==> src/rtl/core/md5_pkg.sv <==
// Package for the MD5 digest unit: round constants, rotate amounts, shared types.
// No dependencies.
`timescale 1ns / 1ps
package md5_pkg;

   localparam logic [31:0] INIT_A = 32'h67452301;
   localparam logic [31:0] INIT_B = 32'hefcdab89;
   localparam logic [31:0] INIT_C = 32'h98badcfe;
   localparam logic [31:0] INIT_D = 32'h10325476;
   localparam logic [7:0]  PAD_BYTE = 8'h80;
   localparam logic [5:0]  LEN_POS = 6'd56;

   typedef struct packed {
      logic       first;
      logic [7:0] data_byte;
      logic       byte_valid;
      logic       last;
   } req_type;

   typedef struct packed {
      logic [31:0] digest_word;
      logic [1:0]  word_index;
      logic        last_word;
   } rsp_type;

   // datapath byte source
   typedef enum logic [1:0] {
      SRC_DATA = 2'd0,
      SRC_PAD  = 2'd1,
      SRC_ZERO = 2'd2,
      SRC_LEN  = 2'd3
   } src_type;

   typedef struct packed {
      logic    init;       // reload chaining words, clear count and total
      logic    wr;         // write one byte at fill position
      src_type src;
      logic    count;      // bump the byte total
      logic    start;      // load a..d from chaining words
      logic    round;      // one compression round
      logic    fold;       // add a..d back into chaining words
   } cmd_type;

   typedef struct packed {
      logic [5:0] fill;
      logic       round_last;
   } sts_type;

   function automatic logic [31:0] round_k(input logic [5:0] i);
      logic [31:0] k;
      case (i)
         6'd0: k = 32'hd76aa478; 6'd1: k = 32'he8c7b756; 6'd2: k = 32'h242070db;
         6'd3: k = 32'hc1bdceee; 6'd4: k = 32'hf57c0faf; 6'd5: k = 32'h4787c62a;
         6'd6: k = 32'ha8304613; 6'd7: k = 32'hfd469501; 6'd8: k = 32'h698098d8;
         6'd9: k = 32'h8b44f7af; 6'd10: k = 32'hffff5bb1; 6'd11: k = 32'h895cd7be;
         6'd12: k = 32'h6b901122; 6'd13: k = 32'hfd987193; 6'd14: k = 32'ha679438e;
         6'd15: k = 32'h49b40821; 6'd16: k = 32'hf61e2562; 6'd17: k = 32'hc040b340;
         6'd18: k = 32'h265e5a51; 6'd19: k = 32'he9b6c7aa; 6'd20: k = 32'hd62f105d;
         6'd21: k = 32'h02441453; 6'd22: k = 32'hd8a1e681; 6'd23: k = 32'he7d3fbc8;
         6'd24: k = 32'h21e1cde6; 6'd25: k = 32'hc33707d6; 6'd26: k = 32'hf4d50d87;
         6'd27: k = 32'h455a14ed; 6'd28: k = 32'ha9e3e905; 6'd29: k = 32'hfcefa3f8;
         6'd30: k = 32'h676f02d9; 6'd31: k = 32'h8d2a4c8a; 6'd32: k = 32'hfffa3942;
         6'd33: k = 32'h8771f681; 6'd34: k = 32'h6d9d6122; 6'd35: k = 32'hfde5380c;
         6'd36: k = 32'ha4beea44; 6'd37: k = 32'h4bdecfa9; 6'd38: k = 32'hf6bb4b60;
         6'd39: k = 32'hbebfbc70; 6'd40: k = 32'h289b7ec6; 6'd41: k = 32'heaa127fa;
         6'd42: k = 32'hd4ef3085; 6'd43: k = 32'h04881d05; 6'd44: k = 32'hd9d4d039;
         6'd45: k = 32'he6db99e5; 6'd46: k = 32'h1fa27cf8; 6'd47: k = 32'hc4ac5665;
         6'd48: k = 32'hf4292244; 6'd49: k = 32'h432aff97; 6'd50: k = 32'hab9423a7;
         6'd51: k = 32'hfc93a039; 6'd52: k = 32'h655b59c3; 6'd53: k = 32'h8f0ccc92;
         6'd54: k = 32'hffeff47d; 6'd55: k = 32'h85845dd1; 6'd56: k = 32'h6fa87e4f;
         6'd57: k = 32'hfe2ce6e0; 6'd58: k = 32'ha3014314; 6'd59: k = 32'h4e0811a1;
         6'd60: k = 32'hf7537e82; 6'd61: k = 32'hbd3af235; 6'd62: k = 32'h2ad7d2bb;
         default: k = 32'heb86d391;
      endcase
      return k;
   endfunction

   function automatic logic [4:0] round_s(input logic [3:0] idx);
      logic [4:0] s;
      case (idx)
         4'd0: s = 5'd7;   4'd1: s = 5'd12;  4'd2: s = 5'd17;  4'd3: s = 5'd22;
         4'd4: s = 5'd5;   4'd5: s = 5'd9;   4'd6: s = 5'd14;  4'd7: s = 5'd20;
         4'd8: s = 5'd4;   4'd9: s = 5'd11;  4'd10: s = 5'd16; 4'd11: s = 5'd23;
         4'd12: s = 5'd6;  4'd13: s = 5'd10; 4'd14: s = 5'd15;
         default: s = 5'd21;
      endcase
      return s;
   endfunction

endpackage

==> src/rtl/core/md5_if.sv <==
// Valid/ready channel interface carrying one payload of parameter type.
// Uses md5_pkg payload types at instantiation.
`timescale 1ns / 1ps
interface md5_if #(parameter type PAYLOAD_TYPE = logic) ();
   logic        valid;
   logic        ready;
   PAYLOAD_TYPE payload;
   modport source (output valid, output payload, input ready);
   modport sink (input valid, input payload, output ready);
endinterface

==> src/rtl/core/md5_datapath.sv <==
// MD5 datapath: block store memory, length and fill counters, chaining words,
// one compression round per cycle. Depends on md5_pkg.
`timescale 1ns / 1ps
module md5_datapath (
   input  logic               clock,
   input  logic               reset,
   input  md5_pkg::cmd_type   cmd,
   input  logic [7:0]         data_byte,
   input  logic [1:0]         word_sel,
   output md5_pkg::sts_type   sts,
   output logic [31:0]        word_out
);
   // block store kept as sixteen little-endian message words
   logic [31:0] store_mem [16];
   logic [5:0]  fill_ff, fill_in;
   logic [5:0]  wr_pos;
   logic [60:0] total_ff, total_in;
   logic [31:0] h_ff [4];
   logic [31:0] a_ff, b_ff, c_ff, d_ff;
   logic [5:0]  rnd_ff;
   logic [3:0]  g;
   logic [31:0] f, w, sum, rot;
   logic [4:0]  sh;
   logic [63:0] bits;
   logic [7:0]  wbyte;

   assign bits = {total_ff, 3'b000};

   always_comb begin
      case (cmd.src)
         md5_pkg::SRC_DATA: wbyte = data_byte;
         md5_pkg::SRC_PAD:  wbyte = md5_pkg::PAD_BYTE;
         md5_pkg::SRC_LEN:  wbyte = bits[{fill_ff[2:0], 3'b000} +: 8];
         default:           wbyte = 8'h00;
      endcase
   end

   // a new message writes its first byte at the start of the block
   assign wr_pos = cmd.init ? 6'd0 : fill_ff;

   always_ff @(posedge clock) begin
      if (cmd.wr) store_mem[wr_pos[5:2]][{wr_pos[1:0], 3'b000} +: 8] <= wbyte;
   end

   always_comb begin
      fill_in  = fill_ff;
      total_in = total_ff;
      if (cmd.init) begin
         fill_in  = '0;
         total_in = '0;
      end
      if (cmd.wr) fill_in = fill_in + 6'd1;
      if (cmd.count) total_in = total_in + 61'd1;
   end

   always_ff @(posedge clock) begin
      if (reset) begin
         fill_ff  <= '0;
         total_ff <= '0;
      end else begin
         fill_ff  <= fill_in;
         total_ff <= total_in;
      end
   end

   // round function and message word index
   always_comb begin
      case (rnd_ff[5:4])
         2'd0: begin f = (b_ff & c_ff) | (~b_ff & d_ff); g = rnd_ff[3:0]; end
         2'd1: begin
            f = (d_ff & b_ff) | (~d_ff & c_ff);
            g = 4'(5 * rnd_ff[3:0] + 1);
         end
         2'd2: begin f = b_ff ^ c_ff ^ d_ff; g = 4'(3 * rnd_ff[3:0] + 5); end
         default: begin f = c_ff ^ (b_ff | ~d_ff); g = 4'(7 * rnd_ff[3:0]); end
      endcase
   end

   assign w   = store_mem[g];
   assign sh  = md5_pkg::round_s({rnd_ff[5:4], rnd_ff[1:0]});
   assign sum = a_ff + f + md5_pkg::round_k(rnd_ff) + w;
   assign rot = (sum << sh) | (sum >> (6'd32 - {1'b0, sh}));

   always_ff @(posedge clock) begin
      if (reset) begin
         h_ff[0] <= md5_pkg::INIT_A;
         h_ff[1] <= md5_pkg::INIT_B;
         h_ff[2] <= md5_pkg::INIT_C;
         h_ff[3] <= md5_pkg::INIT_D;
         rnd_ff  <= '0;
      end else begin
         if (cmd.init) begin
            h_ff[0] <= md5_pkg::INIT_A;
            h_ff[1] <= md5_pkg::INIT_B;
            h_ff[2] <= md5_pkg::INIT_C;
            h_ff[3] <= md5_pkg::INIT_D;
         end
         if (cmd.start) begin
            a_ff <= h_ff[0]; b_ff <= h_ff[1]; c_ff <= h_ff[2]; d_ff <= h_ff[3];
            rnd_ff <= '0;
         end else if (cmd.round) begin
            a_ff <= d_ff; d_ff <= c_ff; c_ff <= b_ff; b_ff <= b_ff + rot;
            rnd_ff <= rnd_ff + 6'd1;
         end
         // fold arrives with the last round: add that round's outputs
         if (cmd.fold) begin
            h_ff[0] <= h_ff[0] + d_ff;
            h_ff[1] <= (h_ff[1] + b_ff) + rot;
            h_ff[2] <= h_ff[2] + b_ff;
            h_ff[3] <= h_ff[3] + c_ff;
         end
      end
   end

   assign sts.fill = fill_ff;
   assign sts.round_last = (rnd_ff == 6'd63);
   assign word_out = h_ff[word_sel];
endmodule

==> src/rtl/core/md5_control.sv <==
// MD5 controller: accepts items, sequences padding, compression and digest output.
// Depends on md5_pkg.
`timescale 1ns / 1ps
module md5_control (
   input  logic             clock,
   input  logic             reset,
   input  logic             in_valid,
   output logic             in_ready,
   input  md5_pkg::req_type in_item,
   output md5_pkg::cmd_type cmd,
   input  md5_pkg::sts_type sts,
   output logic             out_valid,
   input  logic             out_ready,
   output logic [1:0]       word_sel
);
   typedef enum logic [6:0] {
      ST_IDLE  = 7'b0000001,
      ST_PAD   = 7'b0000010,
      ST_ZERO  = 7'b0000100,
      ST_LEN   = 7'b0001000,
      ST_START = 7'b0010000,
      ST_ROUND = 7'b0100000,
      ST_OUT   = 7'b1000000
   } state_type;

   state_type  state_ff, state_in;
   logic       fin_ff, fin_in;     // compression belongs to the final message
   logic [1:0] sel_ff, sel_in;
   logic       take;

   assign in_ready  = (state_ff == ST_IDLE);
   assign take      = in_valid && in_ready;
   assign out_valid = (state_ff == ST_OUT);
   assign word_sel  = sel_ff;

   always_comb begin
      state_in = state_ff;
      fin_in   = fin_ff;
      sel_in   = sel_ff;
      cmd      = '0;
      cmd.src  = md5_pkg::SRC_DATA;
      case (state_ff)
         ST_IDLE: begin
            if (take) begin
               cmd.init  = in_item.first;
               cmd.wr    = in_item.byte_valid;
               cmd.count = in_item.byte_valid;
               fin_in    = in_item.last;
               if (in_item.byte_valid && (in_item.first ? 1'b0 : (sts.fill == 6'd63)))
                  state_in = ST_START;
               else if (in_item.last)
                  state_in = ST_PAD;
            end
         end
         ST_PAD: begin
            cmd.wr  = 1'b1;
            cmd.src = md5_pkg::SRC_PAD;
            // with no room for the length, finish this block and open another
            if (sts.fill == 6'd63) state_in = ST_START;
            else if (sts.fill == 6'd55) state_in = ST_LEN;
            else state_in = ST_ZERO;
         end
         ST_ZERO: begin
            cmd.wr  = 1'b1;
            cmd.src = md5_pkg::SRC_ZERO;
            if (sts.fill == 6'd63) state_in = ST_START;
            else if (sts.fill == 6'd55) state_in = ST_LEN;
         end
         ST_LEN: begin
            cmd.wr  = 1'b1;
            cmd.src = md5_pkg::SRC_LEN;
            if (sts.fill == 6'd63) state_in = ST_START;
         end
         ST_START: begin
            cmd.start = 1'b1;
            state_in  = ST_ROUND;
         end
         ST_ROUND: begin
            cmd.round = 1'b1;
            if (sts.round_last) begin
               cmd.fold = 1'b1;
               if (!fin_ff) state_in = ST_IDLE;
               else if (sts.fill == md5_pkg::LEN_POS) state_in = ST_LEN;
               else if (sts.fill == 6'd0 && sel_ff == 2'd1) begin
                  state_in = ST_OUT;
                  sel_in   = 2'd0;
               end else begin
                  // full data block before the pad, or pad block needing another
                  state_in = (sel_ff == 2'd2) ? ST_ZERO : ST_PAD;
                  sel_in   = (sel_ff == 2'd2) ? 2'd1 : sel_ff;
               end
            end
         end
         ST_OUT: begin
            if (out_ready) begin
               sel_in = sel_ff + 2'd1;
               if (sel_ff == 2'd3) state_in = ST_IDLE;
            end
         end
         default: state_in = ST_IDLE;
      endcase
      // track padding progress in sel while not emitting
      if (state_ff == ST_PAD) sel_in = 2'd2;
      if (state_ff == ST_LEN) sel_in = 2'd1;
      if (state_ff == ST_IDLE) sel_in = 2'd0;
   end

   always_ff @(posedge clock) begin
      if (reset) begin
         state_ff <= ST_IDLE;
         fin_ff   <= 1'b0;
         sel_ff   <= '0;
      end else begin
         state_ff <= state_in;
         fin_ff   <= fin_in;
         sel_ff   <= state_in == ST_OUT && state_ff != ST_OUT ? 2'd0 : sel_in;
      end
   end
endmodule

==> src/rtl/core/md5_message_digest_unit.sv <==
// MD5 digest unit: one byte per transfer, one byte per cycle while a block fills;
// each full block stalls input while the one-round-per-cycle compressor runs.
// A last transfer adds padding (one pad byte per cycle) and one or two
// compressions, then four result transfers. Synchronous active-high reset
// restores the standard chaining values and clears counts; the block store is not
// cleared. Depends on md5_pkg, md5_if, md5_control, md5_datapath.
`timescale 1ns / 1ps
module md5_message_digest_unit (
   input logic clock,
   input logic reset,
   md5_if.sink   req_chan,
   md5_if.source rsp_chan
);
   md5_pkg::cmd_type cmd;
   md5_pkg::sts_type sts;
   md5_pkg::req_type req_item;
   logic [1:0]  word_sel;
   logic [31:0] word_val;

   assign req_item = req_chan.payload;

   md5_control u_ctrl (
      .clock(clock), .reset(reset),
      .in_valid(req_chan.valid), .in_ready(req_chan.ready), .in_item(req_item),
      .cmd(cmd), .sts(sts),
      .out_valid(rsp_chan.valid), .out_ready(rsp_chan.ready), .word_sel(word_sel)
   );

   md5_datapath u_dp (
      .clock(clock), .reset(reset), .cmd(cmd), .data_byte(req_item.data_byte),
      .word_sel(word_sel), .sts(sts), .word_out(word_val)
   );

   assign rsp_chan.payload = '{digest_word: word_val, word_index: word_sel,
                               last_word: (word_sel == 2'd3)};

   a_no_in_during_out: assert property (@(posedge clock) disable iff (reset)
      rsp_chan.valid |-> !req_chan.ready) else $error("input open during output");
   a_last_ends: assert property (@(posedge clock) disable iff (reset)
      rsp_chan.valid && rsp_chan.ready && rsp_chan.payload.last_word |=> !rsp_chan.valid)
      else $error("output continues after last word");
   a_excl: assert property (@(posedge clock) disable iff (reset)
      !(cmd.round && cmd.wr)) else $error("store written during rounds");
endmodule

==> src/flat_wrapper.sv <==
// flat-port wrapper written by rule: the top's interface ports become plain ports
module md5_message_digest_unit_flat 
  (clock, reset, req_chan_valid, req_chan_payload, req_chan_ready, rsp_chan_valid, rsp_chan_payload, rsp_chan_ready);
  md5_if #(.PAYLOAD_TYPE(md5_pkg::req_type)) req_chan_i ();
  md5_if #(.PAYLOAD_TYPE(md5_pkg::rsp_type)) rsp_chan_i ();
  input logic clock;
  input logic reset;
  input wire logic [$bits(req_chan_i.valid)-1:0] req_chan_valid;
  input wire logic [$bits(req_chan_i.payload)-1:0] req_chan_payload;
  output wire logic [$bits(req_chan_i.ready)-1:0] req_chan_ready;
  output wire logic [$bits(rsp_chan_i.valid)-1:0] rsp_chan_valid;
  output wire logic [$bits(rsp_chan_i.payload)-1:0] rsp_chan_payload;
  input wire logic [$bits(rsp_chan_i.ready)-1:0] rsp_chan_ready;
  assign req_chan_i.valid = req_chan_valid;
  assign req_chan_i.payload = req_chan_payload;
  assign req_chan_ready = req_chan_i.ready;
  assign rsp_chan_valid = rsp_chan_i.valid;
  assign rsp_chan_payload = rsp_chan_i.payload;
  assign rsp_chan_i.ready = rsp_chan_ready;
  md5_message_digest_unit u_core (.clock(clock), .reset(reset), .req_chan(req_chan_i), .rsp_chan(rsp_chan_i));
endmodule
==> config.mk <==
export PLATFORM = sky130hd
export DESIGN_NAME = md5_message_digest_unit_flat
export DESIGN_NICKNAME = d
export VERILOG_FILES = /design/src/rtl/core/md5_pkg.sv /design/src/rtl/core/md5_if.sv /design/src/rtl/core/md5_datapath.sv /design/src/rtl/core/md5_control.sv /design/src/rtl/core/md5_message_digest_unit.sv /design/src/flat_wrapper.sv
export SDC_FILE = /design/constraint.sdc
export NUM_CORES = 2
export LEC_CHECK = 0
export BUFFER_PORTS_ARGS = -buffer_cell sky130_fd_sc_hd__buf_4
export CAP_MARGIN = 40
export CORE_AREA = 2 2 364 366
export DETAILED_ROUTE_END_ITERATION = 7
export DIE_AREA = 0 0 366 368
export GPL_TIMING_DRIVEN = 0
export SLEW_MARGIN = 20
export SYNTH_ARGS = -nofsm -noshare
export SYNTH_HDL_FRONTEND = slang
export SYNTH_HIERARCHICAL = 1
export SYNTH_SLANG_ARGS = --single-unit
==> constraint.sdc <==
create_clock -name clock -period 20.9 [get_ports clock]
set_clock_uncertainty 0.05 [all_clocks]
set_input_delay 5.225 -clock clock [delete_from_list [all_inputs] [get_ports clock]]
set_output_delay 5.225 -clock clock [all_outputs]
set_load 0.01 [all_outputs]
# Yosys cells after proc, flatten, opt, wreduce, memory -nomap -nowiden
# Memory sizes are Yosys's and may differ from the RTL's. A register that Yosys moved wholly into a read port is not among the register bits.
# Index checks and enable logic that the tools add are counted.
dict set report totals {
  mem_count 4
  wordCells 182
  reg_bits 211
  mem_bits_ro 2128
  out_inout_bits 37
  ram_bits 640
  latchBits 0
}
dict set report op_classes {
  n_reduce_logical 18
  shift 5
  multipliers 3
  div 0
  bitwise 22
  n_mux 72
  magnitude_cmp 0
  eq_ne 30
  addsub 17
}
# memory depth width read_ports rd_ports_with_merged_regs write_ports line
set mem_list {}
lappend mem_list {{(name not given)} 64 32 1 1 0 md5_pkg.sv:51} ;# case (i)
lappend mem_list {u_core.u_dp.store_mem 16 32 1 0 1 md5_datapath.sv:14} ;# logic [31:0] store_mem [16];
lappend mem_list {u_core.u_dp.h_ff 4 32 5 0 4 md5_datapath.sv:18} ;# logic [31:0] h_ff [4];
lappend mem_list {{(name not given)} 16 5 1 1 0 md5_pkg.sv:80} ;# case (idx)
# op count
set op_table {}
lappend op_table {{$mux 32} 17}
lappend op_table {{$add 32x32->32} 9}
lappend op_table {{$and 32x32->32} 4}
lappend op_table {{$or 32x32->32} 4}
lappend op_table {{$mux 61} 2}
lappend op_table {{$pmux 32 s3} 1}
lappend op_table {{$xor 32x32->32} 3}
lappend op_table {{$mux 7} 13}
lappend op_table {{$not 32->32} 2}
lappend op_table {{$shiftx 64x7->8} 1}
lappend op_table {{$add 61x1->61 const B} 1}
lappend op_table {{$pmux 7 s7} 1}
lappend op_table {{$shift 8x7->32 const A} 1}
lappend op_table {{$shiftx 8x7->32} 1}
lappend op_table {{$shl 32x5->32} 1}
lappend op_table {{$shr 32x6->32} 1}
lappend op_table {{$eq 6x6->1 const B} 4}
lappend op_table {{$mux 6} 4}
lappend op_table {{$pmux 8 s3} 1}
lappend op_table {{$mux 2} 9}
lappend op_table {{$mux 1} 16}
lappend op_table {{$eq 7x7->1 const B} 2}
lappend op_table {{$add 6x1->6 const B} 2}
lappend op_table {{$mux 4} 3}
lappend op_table {{other kinds (41)} 64}

# Logic depth before layout (Yosys ltp)
dict set report depth {
  depth_word 12
  mapped_depth 47
}

# By module
# The synthesis kept the hierarchy.
# module n_inst area_each_um2 cells_per_inst
set modules_own_cells {}
lappend modules_own_cells {md5_datapath 1 56125.1 5413}
lappend modules_own_cells {md5_control 1 947.2 119}
lappend modules_own_cells {md5_message_digest_unit 1 6.3 1}

# Worst setup path before layout
# No wires, ideal clock.
dict set report synth_path {
  path_kind {in2reg}
  startpoint {input port reset}
  endpoint {register u_core.u_dp.a_ff[0], enable pin}
  required_ns 20.234
  cell_stages 3
  arrival_time_ns 10.947
  n_path_buf 2
  setup_slack_ns 9.286
  cell_sequence {clkbuf_1 -> clkbuf_1 -> nor2_1}
}
dict set report synth_via {
  elab_chain_len 2
}
# item line
set synth_lines {}
lappend synth_lines {{start: declaration} flat_wrapper.sv:7} ;# input logic reset;
lappend synth_lines {{$not 1->1 (no source line)} n/a}
lappend synth_lines {{$reduce_and 2->1 (no source line)} n/a}
lappend synth_lines {{end signal: assignment} md5_datapath.sv:99} ;# a_ff <= h_ff[0]; b_ff <= h_ff[1]; c_ff <= h_ff[2]; d_ff <= h_ff[3];
lappend synth_lines {{end: declaration} md5_datapath.sv:19} ;# logic [31:0] a_ff, b_ff, c_ff, d_ff;
# Every way passes these cells.
# A chain may end at the register's enable or synchronous reset.

==> summary.txt <==
Place
  – Port bufs: 51
  – Placed Cells: 7,474
  – Final GP Congestion: 1.013
  – Detailed placement HPWL: 174.1 mm

Setup path
  – Crit Path Max Fanout: 10
  – CP max stage delay: 0.72 ns
  – Crit path max-delay cell type: a31oi_1
  – Setup CP Type: register to register
  – Worst Reg-to-Reg Cells: 43
  – Crit path capture type: register
  – Critical Path RT: 21.42 ns
  – Crit path arrival time: 15.68 ns
  – Crit path top cell by count: fa_1
  – Critical Path Source Type: register

Worst hold path
  – Hold Path Stages: 2
  – Hold WC Path Type: register to register

Pwr
  – Static Leakage: 24.38 nW
  – Logic pwr share: 0.129
  – Max IR drop VDD: 0.07414 mV
  – Sequential share of power: 0.452
  – Sw Share: 0.2632
  – P per Cell Area: 66.41 nW/µm²
  – Clk pwr share: 0.419
  – Switching pwr: 0.001132 W
  – Internal power: 0.003168 W

Routing
  – DR iter-0 viols: 6,256
  – WL final: 224.6 mm
  – DRC viols: 0
  – Drt wl/cell: 29.17 µm
  – Drt pass-1 iters: 8
  – DRT antenna net count: 0
  – Vias per inst: 6.224
  – Routed via count: 47,920

Yosys
  – EDFF count, synth: 736
  – Post-Syn Instances: 5,533
  – Post-synthesis sequential area ratio: 0.4405
  – Post-synth cell types: 102
  – Synth Area per Inst: 10.32 µm²
  – Syn_nets: 5,869
  – Synth Flop Type: edfxtp_1
  – Mapped Area: 57,080 µm²
  – Synth warn: 6
  – Seq cells post-synth: 888
  – Ys async rst share: 0

Timing
  – Unrepaired setup endpoints after global routing: false
  – Achievable Freq: 0.06596 GHz
  – Final period util: 0.7254
  – Tmin final: 15.16 ns
  – Slew Viols, Final: 0
  – Slew of the pin with the lowest slew margin: 0.9951 ns
  – Slew Limit Headroom: 0.3194
  – Hold Fails Final Rpt: 0
  – Finish-stage setup viols: 0
  – Setup TNS: 0 ns

Die
  – Area of the die: 134,700 µm²
  – Die H: 368 µm
  – FP Rows: 133
  – I/O pin cnt: 52
  – Initial Utilization: 0.4364
  – Core area: 130,800 µm²
  – DIE WIDTH: 366 µm

Global routing
  – Largest net degree at the start of global routing: 35
  – Met1 usage: 0.4404
  – Global-route usage over all layers: 0.3254
  – M2 GR Usage: 0.4970
  – Antenna violations before repair: 7
  – First-pass GRT wire length: 319.9 mm
  – Total grt overflow: 0
  – Met3 usage: 0.06668
  – GRT busiest layer: met2
  – Vias in the first global route: 45,320

Finish
  – Area Growth Syn to Fin: 13.42%
  – Most common cell after layout, fill and taps aside: edfxtp_1
  – Post-Layout Cell Count: 7,700
  – Fin nets: 6,198
  – Final Util: 0.4950
  – Share of cells above drive strength 1: 0.1230
  – Most frequent cells in the layout: edfxtp_1, nand2_1, nor2_1

Clock network
  – Post-CTS setup buffers: 0
  – Clock tree buffer depth: 3
  – Worst skew pair latency: 0.74 ns
  – # H-tree levels: 3
  – CTS tree: built
  – Num CTS Buffers: 98
  – Clock Pin Slew Worst Setup and Hold Paths: 0.06 ns
  – Clock Tree Root: clkbuf_16
  – Sink Count: 888
  – Post-cts sizing count: 0
  – Hold-fix buffers, CTS: 0

Outcome
  – Run status: complete, no violations

Flow run
  – Number of max-cap violations: 0
## path summary, 6_finish.rpt
kind | startpoint | to | slack, ns
setup / recovery | u_core/u_dp/rnd_ff[4] | u_core/u_dp/h_ff[1][31] | 5.74
hold / removal | u_core/u_dp/total_ff[56] | u_core/u_dp/total_ff[56] | 0.45
setup reg to reg | u_core/u_dp/rnd_ff[4] | u_core/u_dp/h_ff[1][31] | 5.74
hold reg to reg | u_core/u_dp/total_ff[56] | u_core/u_dp/total_ff[56] | 0.45
## cell usage after synthesis (15+ instances only)
master,count,area [µm²]
nand4_1,36,225.2
nor2_1,513,1926
nand2_1,529,1986
o31ai_1,18,135.1
o22ai_1,26,162.7
nand2b_1,50,312.8
xor2_1,145,1270
nor3_1,131,655.6
clkbuf_1,235,882.1
and2_1,63,394.1
xnor2_1,127,1112
and3_1,33,206.5
ha_1,221,2765
or2_2,21,131.4
mux2i_1,93,930.9
buf_1,51,191.4
o21bai_1,28,210.2
nor4_1,15,93.84
o22a_1,16,140.1
a21oi_1,396,1982
or3_1,29,181.4
o221ai_1,18,157.7
nor3b_1,26,195.2
nand3_1,95,475.5
o211ai_1,36,270.3
o21ai_0,380,1902
a311oi_1,22,192.7
edfxtp_1,736,22100
o21a_1,31,232.7
mux4_2,185,4167
mux2_2,76,855.8
a2111oi_0,15,131.4
inv_1,362,1359
fa_1,100,2002
a21o_1,64,480.5
dfxtp_1,152,3043
a31oi_1,106,663.1
nor2b_1,39,244.0
a211oi_1,71,533.0
## per-layer routing
layer	share of wire	wire, µm
met5	0.000036	8
met4	0.057	12890
met3	0.095	21310
met2	0.44	98640
met1	0.41	91750
## power groups by stage
| stage | sequential [W] | clock [W] | combinational [W] |
|---|---|---|---|
| floorplan | 0.00197 | 0 | 0.000358 |
| global placement | 0.00198 | 0 | 0.000518 |
| detailed placement | 0.00198 | 0 | 0.000535 |
| CTS | 0.00194 | 0.00183 | 0.000539 |
| global route | 0.00194 | 0.00189 | 0.000595 |
| finish | 0.00194 | 0.00180 | 0.000554 |
## worst max-delay path: cells and delay by family, from the launching register on
| family | cells | cell delay [ns] |
|---|---|---|
| simple gates | 7 | 1.40 |
| mux | 4 | 1.12 |
| flops | 1 | 0.31 |
| compound gates | 18 | 7.22 |
| fa+ha+maj | 6 | 2.23 |
| buf+inv | 8 | 2.63 |
## cells by family (layout without fill, tap and decap cells)
group | Yosys count | after routing | share of synthesized area
other | 0 | 1 | 0
muxes | 356 | 356 | 0.1049
adders and majority gates | 321 | 321 | 0.08352
AOI/OAI and AO/OA | 1401 | 1401 | 0.1540
buffers and inverters | 673 | 1084 | 0.04511
xor gates and xnor gates | 275 | 275 | 0.04272
and+or+nand+nor | 1619 | 1619 | 0.1293
DFF | 888 | 888 | 0.4405
## final cells by class
| type | instances | area, µm² |
|---|---|---|
| repair buffers | 229 | 2059 |
| flip-flops and latches | 888 | 25150 |
| clock buffers | 117 | 2616 |
| plain buffers | 303 | 1196 |
| well taps | 1755 | 2196 |
| clock inverters | 65 | 723.2 |
| inverters | 370 | 1389 |
| multi-input cells | 3972 | 29410 |
| diodes | 1 | 2.502 |
| fillers | 12120 | 66060 |
## registers in the layout, summed over array words and instances (netlist names), named ones only
signal / flops
u_core/u_ctrl/fin_ff: 1
u_core/u_ctrl/state_ff: 7
u_core/u_ctrl/word_sel: 2
u_core/u_dp/a_ff: 32
u_core/u_dp/b_ff: 32
u_core/u_dp/c_ff: 32
u_core/u_dp/d_ff: 32
u_core/u_dp/fill_ff: 6
u_core/u_dp/h_ff: 128
u_core/u_dp/rnd_ff: 6
u_core/u_dp/sh: 5
u_core/u_dp/store_mem: 512
u_core/u_dp/total_ff: 61
## per-stage QoR
| stage | worst slack, ns | hold WS [ns] | power (W) | instance area, µm² |
|---|---|---|---|---|
| after global routing | 5.110 | 0.4732 | 0.004433 | 64740 |
| after global placement | 4.375 | 0.4337 | 0.002500 | 59660 |
| after floorplan | 9.286 | 0.4131 | 0.002332 | 57080 |
| after CTS | 5.591 | 0.4533 | 0.004309 | 64400 |
| after detailed placement | 5.626 | 0.4450 | 0.002516 | 61060 |
| final | 5.740 | 0.4524 | 0.004300 | 64740 |
(Power assumes the default switching activity.)
